--- config.mk ---
export PLATFORM = sky130hd
export DESIGN_NAME = delta_list_timer_queue
export DESIGN_NICKNAME = d
export VERILOG_FILES = /design/src/rtl/dltq_pkg.sv /design/src/rtl/dltq_store.sv /design/src/rtl/delta_list_timer_queue.sv
export SDC_FILE = /design/constraint.sdc
export NUM_CORES = 1
export LEC_CHECK = 0
export BUFFER_PORTS_ARGS = -buffer_cell sky130_fd_sc_hd__buf_2
export CAP_MARGIN = 20
export CORE_MARGIN = 3
export CORE_UTILIZATION = 55
export DETAILED_ROUTE_END_ITERATION = 10
export PLACE_DENSITY = 0.83
export SLEW_MARGIN = 20
export SYNTH_ARGS = -nofsm -noshare
export SYNTH_HDL_FRONTEND = slang
export SYNTH_SLANG_ARGS = --single-unit
--- constraint.sdc ---
create_clock -name clock -period 6.54 [get_ports clock]
set_input_delay 0.654 -clock clock [delete_from_list [all_inputs] [get_ports clock]]
set_output_delay 0.654 -clock clock [all_outputs]
set_load 0.01 [all_outputs]
--- src/rtl/dltq_pkg.sv ---
// shared constants, types and codes for the delta-list timer queue
// no dependencies; imported by dltq_store and delta_list_timer_queue
package dltq_pkg;

   localparam int QUEUE_DEPTH = 16;
   localparam int IDX_W = $clog2(QUEUE_DEPTH);
   localparam int CNT_W = $clog2(QUEUE_DEPTH + 1);
   localparam int DLY_W = 16;
   localparam int PID_W = 8;
   localparam int QC_W = 5;

   localparam logic FUNC_TICK = 1'b0;
   localparam logic FUNC_INSERT = 1'b1;

   localparam int RSP_EXPIRED_BIT = 0;
   localparam int RSP_INSERT_OK_BIT = 1;

   typedef enum logic [1:0] {
      ST_IDLE,
      ST_WALK,
      ST_PLACE,
      ST_TICK
   } state_type;

   typedef enum logic [2:0] {
      SO_NONE,
      SO_INS_TAIL,
      SO_INS_MID,
      SO_REMOVE,
      SO_HEAD
   } store_op_type;

   typedef struct packed {
      store_op_type       op;
      logic [IDX_W-1:0]   pos;
      logic [DLY_W-1:0]   new_delay;
      logic [PID_W-1:0]   new_pid;
      logic [DLY_W-1:0]   fix_delay;
   } store_cmd_type;

endpackage

--- src/rtl/dltq_store.sv ---
// entry store of the timer queue: a row of delay/process cells in list order
// depends on dltq_pkg; shifts up on insert, down on head removal
module dltq_store import dltq_pkg::*; (
   input  logic               clock,
   input  store_cmd_type      cmd,
   output logic [DLY_W-1:0]   rd_delay,
   output logic [DLY_W-1:0]   head_delay,
   output logic [PID_W-1:0]   head_pid
);

   logic [DLY_W-1:0] dly_ff [QUEUE_DEPTH];
   logic [PID_W-1:0] pid_ff [QUEUE_DEPTH];

   assign rd_delay   = dly_ff[cmd.pos];
   assign head_delay = dly_ff[0];
   assign head_pid   = pid_ff[0];

   for (genvar k = 0; k < QUEUE_DEPTH; k++) begin : g_cell
      logic [DLY_W-1:0] dly_prev;
      logic [PID_W-1:0] pid_prev;
      logic [DLY_W-1:0] dly_next;
      logic [PID_W-1:0] pid_next;
      logic [DLY_W-1:0] dly_in;
      logic [PID_W-1:0] pid_in;

      if (k == 0) begin : g_first
         assign dly_prev = '0;
         assign pid_prev = '0;
      end else begin : g_mid
         assign dly_prev = dly_ff[k-1];
         assign pid_prev = pid_ff[k-1];
      end

      if (k == QUEUE_DEPTH - 1) begin : g_last
         assign dly_next = '0;
         assign pid_next = '0;
      end else begin : g_body
         assign dly_next = dly_ff[k+1];
         assign pid_next = pid_ff[k+1];
      end

      always_comb begin
         dly_in = dly_ff[k];
         pid_in = pid_ff[k];
         case (cmd.op)
            SO_INS_TAIL, SO_INS_MID: begin
               if (IDX_W'(k) == cmd.pos) begin
                  dly_in = cmd.new_delay;
                  pid_in = cmd.new_pid;
               end else if (IDX_W'(k) > cmd.pos) begin
                  pid_in = pid_prev;
                  if (cmd.op == SO_INS_MID && IDX_W'(k - 1) == cmd.pos) begin
                     dly_in = cmd.fix_delay;
                  end else begin
                     dly_in = dly_prev;
                  end
               end
            end
            SO_REMOVE: begin
               dly_in = dly_next;
               pid_in = pid_next;
            end
            SO_HEAD: begin
               if (k == 0) begin
                  dly_in = cmd.new_delay;
               end
            end
            default: begin
            end
         endcase
      end

      always_ff @(posedge clock) begin
         dly_ff[k] <= dly_in;
         pid_ff[k] <= pid_in;
      end
   end

endmodule

--- src/rtl/delta_list_timer_queue.sv ---
// delta-list timer queue top: sequencer around one shared subtractor
// depends on dltq_pkg and dltq_store
//
//  channel | dir | beat contents
//  req_    | in  | tuser: func; tdata: delay_seconds, process_id
//  rsp_    | out | tuser: expired_valid, insert_ok; tdata: expired_process, queue_count
//
// tick: ST_IDLE then ST_TICK; refused insert: ST_IDLE then ST_WALK
// insert that lands at list position p walks past p entries in ST_WALK, then goes
// through ST_PLACE mid-list, or writes straight from ST_WALK at the tail
// the walk steps through one entry per cycle on the single 17-bit subtractor
// reset: synchronous, empties the queue; entry contents stay undefined
// a new beat is taken while a result still waits in the output register
module delta_list_timer_queue import dltq_pkg::*; (
   input  logic         clock,
   input  logic         reset,
   input  logic         req_tvalid,
   output logic         req_tready,
   input  logic [23:0]  req_tdata,   // delay_seconds[15:0], process_id[23:16]
   input  logic         req_tuser,   // func[0]
   output logic         rsp_tvalid,
   input  logic         rsp_tready,
   output logic [15:0]  rsp_tdata,   // expired_process[7:0], queue_count[12:8], zero[15:13]
   output logic [1:0]   rsp_tuser    // expired_valid[0], insert_ok[1]
);

   state_type          state_ff, state_in;
   logic [DLY_W-1:0]   rest_ff, rest_in;
   logic [PID_W-1:0]   pid_ff, pid_in;
   logic [IDX_W-1:0]   pos_ff, pos_in;
   logic [CNT_W-1:0]   count_ff, count_in;
   logic               rsp_valid_ff, rsp_valid_in;
   logic               exp_valid_ff, exp_valid_in;
   logic [PID_W-1:0]   exp_pid_ff, exp_pid_in;
   logic               ins_ok_ff, ins_ok_in;
   logic [QC_W-1:0]    qc_ff, qc_in;

   logic [DLY_W-1:0]   op_a, op_b;
   logic [DLY_W:0]     diff;
   logic               out_free, out_load, full, at_end;
   logic [CNT_W+QC_W-1:0] cnt_wide;
   store_cmd_type      cmd;
   logic [DLY_W-1:0]   rd_delay, head_delay;
   logic [PID_W-1:0]   head_pid;

   dltq_store u_store (
      .clock      (clock),
      .cmd        (cmd),
      .rd_delay   (rd_delay),
      .head_delay (head_delay),
      .head_pid   (head_pid)
   );

   assign diff     = {1'b0, op_a} - {1'b0, op_b};
   assign out_free = !rsp_valid_ff || rsp_tready;
   assign full     = count_ff == CNT_W'(QUEUE_DEPTH);
   assign at_end   = CNT_W'(pos_ff) == count_ff;
   assign cnt_wide = {{QC_W{1'b0}}, count_in};

   assign req_tready = state_ff == ST_IDLE;
   assign rsp_tvalid = rsp_valid_ff;
   assign rsp_tdata  = {3'b000, qc_ff, exp_pid_ff};
   assign rsp_tuser  = {ins_ok_ff, exp_valid_ff};

   // next state
   always_comb begin
      state_in = state_ff;
      case (state_ff)
         ST_IDLE: begin
            if (req_tvalid) begin
               state_in = (req_tuser == FUNC_INSERT) ? ST_WALK : ST_TICK;
            end
         end
         ST_WALK: begin
            if (full || at_end) begin
               if (out_free) state_in = ST_IDLE;
            end else if (diff[DLY_W]) begin
               state_in = ST_PLACE;
            end
         end
         ST_PLACE, ST_TICK: begin
            if (out_free) state_in = ST_IDLE;
         end
         default: state_in = ST_IDLE;
      endcase
   end

   // datapath control
   always_comb begin
      rest_in       = rest_ff;
      pid_in        = pid_ff;
      pos_in        = pos_ff;
      count_in      = count_ff;
      out_load      = 1'b0;
      exp_valid_in  = 1'b0;
      exp_pid_in    = '0;
      ins_ok_in     = 1'b0;
      op_a          = rest_ff;
      op_b          = rd_delay;
      cmd.op        = SO_NONE;
      cmd.pos       = pos_ff;
      cmd.new_delay = rest_ff;
      cmd.new_pid   = pid_ff;
      cmd.fix_delay = diff[DLY_W-1:0];
      case (state_ff)
         ST_IDLE: begin
            if (req_tvalid) begin
               rest_in = req_tdata[DLY_W-1:0];
               pid_in  = req_tdata[DLY_W +: PID_W];
               pos_in  = '0;
            end
         end
         ST_WALK: begin
            if (full) begin
               out_load = out_free;
            end else if (at_end) begin
               if (out_free) begin
                  cmd.op    = SO_INS_TAIL;
                  count_in  = count_ff + 1'b1;
                  out_load  = 1'b1;
                  ins_ok_in = 1'b1;
               end
            end else if (!diff[DLY_W]) begin
               rest_in = diff[DLY_W-1:0];
               pos_in  = pos_ff + 1'b1;
            end
         end
         ST_PLACE: begin
            op_a = rd_delay;
            op_b = rest_ff;
            if (out_free) begin
               cmd.op    = SO_INS_MID;
               count_in  = count_ff + 1'b1;
               out_load  = 1'b1;
               ins_ok_in = 1'b1;
            end
         end
         ST_TICK: begin
            op_a = head_delay;
            op_b = DLY_W'(1);
            if (out_free) begin
               out_load = 1'b1;
               if (count_ff != '0) begin
                  if (diff[DLY_W] || diff == '0) begin
                     cmd.op       = SO_REMOVE;
                     count_in     = count_ff - 1'b1;
                     exp_valid_in = 1'b1;
                     exp_pid_in   = head_pid;
                  end else begin
                     cmd.op        = SO_HEAD;
                     cmd.new_delay = diff[DLY_W-1:0];
                  end
               end
            end
         end
         default: begin
         end
      endcase
      qc_in        = cnt_wide[QC_W-1:0];
      rsp_valid_in = out_load ? 1'b1 : (rsp_tready ? 1'b0 : rsp_valid_ff);
   end

   always_ff @(posedge clock) begin
      if (reset) begin
         state_ff     <= ST_IDLE;
         count_ff     <= '0;
         rsp_valid_ff <= 1'b0;
      end else begin
         state_ff     <= state_in;
         count_ff     <= count_in;
         rsp_valid_ff <= rsp_valid_in;
      end
   end

   always_ff @(posedge clock) begin
      rest_ff <= rest_in;
      pid_ff  <= pid_in;
      pos_ff  <= pos_in;
      if (out_load) begin
         exp_valid_ff <= exp_valid_in;
         exp_pid_ff   <= exp_pid_in;
         ins_ok_ff    <= ins_ok_in;
         qc_ff        <= qc_in;
      end
   end

`ifndef SYNTH
   a_count_bound: assert property (@(posedge clock) disable iff (reset)
      count_ff <= CNT_W'(QUEUE_DEPTH))
      else $error("entry count above queue depth");

   a_idle_count: assert property (@(posedge clock) disable iff (reset)
      (!reset && state_ff == ST_IDLE) |=> count_ff == $past(count_ff))
      else $error("entry count moved while idle");

   a_one_kind: assert property (@(posedge clock) disable iff (reset)
      rsp_valid_ff |-> !(exp_valid_ff && ins_ok_ff))
      else $error("result both expired and inserted");

   a_pid_zero: assert property (@(posedge clock) disable iff (reset)
      (rsp_valid_ff && !exp_valid_ff) |-> exp_pid_ff == '0)
      else $error("expired process set without expiry");

   a_walk_bound: assert property (@(posedge clock) disable iff (reset)
      (state_ff == ST_WALK || state_ff == ST_PLACE) |-> CNT_W'(pos_ff) <= count_ff)
      else $error("walk position past list end");
`endif

endmodule

Word level (Yosys, flattened, before mapping)
Memory sizes are Yosys's and may differ from the RTL's. A register that Yosys moved wholly into a read port is not among the register bits.
Cells that the tools add are included.

operators by class
  div/mod/pow operators = 0
  bitwise gates (word level) = 0
  reduce and logical (&&, ||, !) cells = 33
  $mul = 0
  add/subtract/negate cells = 4
  eq/ne operators = 29
  $lt $le $gt $ge = 16
  shift-type cells = 0
  muxes and demuxes = 159

operators by type and width
  operator            count
  $mux 16             56
  $pmux 16 s2         18
  $mux 8              32
  $pmux 8 s2          16
  $pmux 16 s3         1
  $eq 4x4->1 const A  8
  $gt 4x4->1 const A  8
  $mux 5              6
  $mux 4              5
  $logic_not 17->1    1
  $sub 16x16->17      1
  $eq 3x4->1 const A  4
  $gt 3x4->1 const A  4
  $logic_and 1x1->1   16
  $pmux 5 s3          1
  $mux 2              6
  $mux 1              10
  $mux 3              3
  $pmux 3 s3          1
  $eq 2x4->1 const A  2
  $gt 1x4->1 const A  2
  $gt 2x4->1 const A  2
  $ne 2x2->1 const B  4
  $pmux 4 s2          1
  25 further kinds    33

storage, ports and cells
  ROM bits = 0
  bits in writable memories = 384
  latch bits = 0
  memories = 2
  bits in registers = 51

memories
  memory          depth  bits a word  rd ports  clocked after Yosys merged registers in  write ports  line              RTL
  u_store.dly_ff  16     16           17        1                                        16           dltq_store.sv:11  logic [DLY_W-1:0] dly_ff [QUEUE_DEPTH];
  u_store.pid_ff  16     8            16        0                                        16           dltq_store.sv:12  logic [PID_W-1:0] pid_ff [QUEUE_DEPTH];

Logic depth before layout (Yosys ltp)
  depth after elaboration = 15
  mapped depth = 23
  mapped depth without buffers = 18

Hierarchy
Synthesis repeated with hierarchy kept, for this count alone.

unflattened totals
  cell total of the unflattened synthesis = 2467
  area total of the unflattened synthesis = 27054.7 µm²

by module, submodules not included
  module                  cells each  area an instance (µm²)  sequential area each (µm²)  instances
  dltq_store              2011        22845.7                 11531.1                     1
  delta_list_timer_queue  456         4209.0                  1451.4                      1

Worst setup path before layout
Ideal clock, no wire load.

  path type = flip-flop to flip-flop
  start point = register with a tool-made name
  end point = memory u_store.dly_ff[13][0], enable pin
  stages on the path, launching flop included = 22
  arrival = 6.400 ns
  slack = -0.279 ns
  library setup time = 0.420 ns
  buffers on the path = 7
  cells stage by stage = dfxtp_1 > clkbuf_1 > buf_1 > mux4_2 > mux4_2 > nand2_1 > nand2_1 > fa_1 > a21o_1 > a311o_1 > and3_1 > o2bb2ai_2 > a211o_1 > and2_1 > buf_2 > o31ai_4 > buf_6 > buf_6 > buf_6 > buf_6 > nand2_1 > a31oi_1

RTL lines
  what           line
  end, declared  dltq_store.sv:11

==> impl_metrics.py <==
metrics = {
    "run_status": {
        "outcome": "complete, but fails checks",
        "violations": "DRC",
    },
    "global_routing": {
        "grt_pass1_vias": 23500,
        "antenna_found_initial": 3,
        "grt_max_degree": 97,
        "track_usage_pct": 33.3,
        "grt_pass1_wl_mm": 139,
        "gr-total-overflow": 0,
    },
    "clock_network": {
        "cts_root_buf": "clkbuf_16",
        "clock_sinks": 439,
        "ctsLongestPathBuffers": 3,
        "cts_tree": "yes",
        "cts_buffers": 48,
        "worst_skew_pair.late_latency_ps": 610,
        "cts_hold_buf": 0,
        "post-cts-setup-buffers": 0,
        "post_cts_resized": 0,
        "cts.reportedPaths.clkPinSlew_ps": 60,
        "htree_levels": 2,
    },
    "routing": {
        "routed_wl_mm": 91.6,
        "dr.pass1.iters": 11,
        "via_per_inst": 7.06,
        "drtIter0Drc": 3958,
        "route.detailed.drc": 2,
        "vias": 25200,
        "drt.antenna.violating_nets": 0,
        "wl_per_cell_um": 25.7,
    },
    "finish": {
        "nNetsFinal": 2909,
        "final_util_pct": 60.5,
        "area_delta_synth_final_pct": 8.31,
        "drive_gt1_share_pct": 14.0,
    },
    "place": {
        "port_buffers": 45,
        "dp_hpwl_mm": 61.5,
        "place_congestion": 0.991,
    },
    "logic_synthesis": {
        "synth_top_family_by_area": "compound AO/OA/AOI/OAI gates",
        "yosysUniqueCellTypes": 82,
        "synth_area_um2": 28100,
        "async_flop_share_pct": 0,
        "ys_seq_elements": 439,
        "yosysWarnings": 0,
        "synth.area.top_cells": "edfxtp_1 46%, nand2_1 8.7%, mux4_2 6.4%",
        "synthFlopType": "edfxtp_1",
        "synth_area_per_cell_um2": 9.52,
        "synth_common_cells": "652 x nand2_1, 427 x edfxtp_1, 324 x o21ai_0",
        "synth_top_area_share_pct": 45.7,
        "synth_compound_area_share_pct": 20.4,
        "synth_edf_count": 427,
        "synthCells": 2949,
        "synth_fa_ha_area_share_pct": 1.19,
        "yosysSeqAreaShare_pct": 46.5,
        "yosys.area_share.simple_pct": 15.0,
        "yosysTopAreaCell": "edfxtp_1",
        "yosysMostFrequentCell": "nand2_1",
        "synth-xor-area-share_pct": 0.530,
        "synthMuxAreaShare_pct": 11.4,
    },
    "timing": {
        "tightest_slew_ps": 1220,
        "finalSetupViolCount": 0,
        "post-route-min-period_ps": 6310,
        "fmax_ghz": 0.158,
        "rsz0062_at_grt": "false",
        "hold_violations": 0,
        "finClkSkew_ps": 20.9,
        "max-slew-margin-rel_pct": 18.0,
        "fin_crit_sh_pct": 96.5,
        "drv_slew": 0,
    },
    "setup_path": {
        "slowest_delay_ps": 570,
        "required_ps": 6780,
        "path_common_cell": "nand2_1",
        "worstPathCellList": "buf_12, mux4_2, mux4_2, nand2_1, nand2_1, ha_1, a21o_1, a31o_1, o21ai_2, a2111oi_1, o21ai_0, a211o_4, o31ai_4, buf_12, nand2_1, a31oi_4, buf_4",
        "critPathSlowestCell": "mux4_2",
        "cp-start-kind": "register",
        "cp_max_fo": 46,
        "end_kind": "register",
        "worstSetupPathType": "reg2reg",
        "reg2reg_slack_ps": 230,
        "critPathArrivalTime_ps": 6550,
    },
    "die": {
        "die_height_um": 232,
        "dieArea_um2": 53800,
        "ios": 49,
        "coreArea_um2": 50300,
        "rows": 82,
        "die_x_um": 232,
        "start_util_pct": 55.9,
    },
    "flow_run": {
        "cap_viol_max_count": 0,
    },
    "hold_path": {
        "holdCritPathClass": "in2reg",
    },
}
==> metal layers <==
metal  vias to the layer above  track usage (%)  share of wire [%]
met5                         -                0              0.029
met4                         4             16.1                5.7
met3                       432             9.69                 15
met2                      2193             50.6                 44
met1                     11800             43.9                 36
li1                      10800                -                  -
==> through the flow <==
stage                     instances  setup TNS (ps)  worst slack, ps  instance area, um2  hold WS, ps
after floorplan                2951          -13410             -279               28100          496
after global placement         3474               0              551               28900          501
after detailed placement       3475               0              384               28900          515
after CTS                      3563               0              368               30400          196
after global routing           3564               0             23.1               30400          208
final                          3565               0              226               30400          218
==> flip-flops by register name (all words and copies together), names as in the netlist, 2 cells and up, named ones only <==
register / flops
state_ff: 2
exp_pid_ff: 8
pid_ff: 8
count_ff: 5
rest_ff: 16
qc_ff: 5
u_store.pid_ff: 128
pos_ff: 4
u_store.dly_ff: 256
==> cells in the final DEF (no fill, tap or decap), types with 20 or more instances in the layout <==
cell type and n:
edfxtp_1 427, clkbuf_16 48, a22oi_1 35, buf_2 45, nand3_1 44, buf_4 92, o21ai_1 62, a32oi_1 20
a31oi_1 102, nand2_1 651, ha_1 25, o211ai_1 92, a21o_1 26, mux2_2 74, mux4_2 80, o21ai_0 318
mux2i_1 52, a21oi_1 88, nor2_1 226, a211oi_1 52, inv_1 21, and2_1 31
==> logic make-up after synthesis <==
group,Yosys count
AOI/OAI and AO/OA,908
xor gates and xnor gates,17
adders and majority gates,26
buffers and inverters,319
DFF,439
muxes,209
other,1
and+or+nand+nor,1030
==> area by class of cell <==
class	instances	area, um2
inverters	21	78.8
flip-flops and latches	439	13100
multi-input cells	2193	13800
fillers	4018	19900
repair buffers	151	1200
well taps	672	841
diodes	1	2.50
clock inverters	24	211
clock buffers	64	1260
==> critical path, delay by kind of cell, from the launching register on <==
family          cells  cell delay, ps
fa+ha+maj           1             480
flops               1             500
buf+inv             3            1100
mux                 2            1100
simple gates        3             370
compound gates      8            2330
==> path summary, 6_finish.rpt <==
kind / startpoint / end / depth (start not counted)
setup reg to reg: register / u_store.dly_ff[13][8] / 17
hold / removal: req_tdata[16] / pid_ff[0] / 1
hold reg to reg: u_store.pid_ff[1][60] / u_store.pid_ff[1][52] / 2
setup / recovery: register / u_store.dly_ff[13][8] / 17
Power is not shown: default switching activity piles up to over one toggle a cycle in this logic, so the estimate is an artifact.
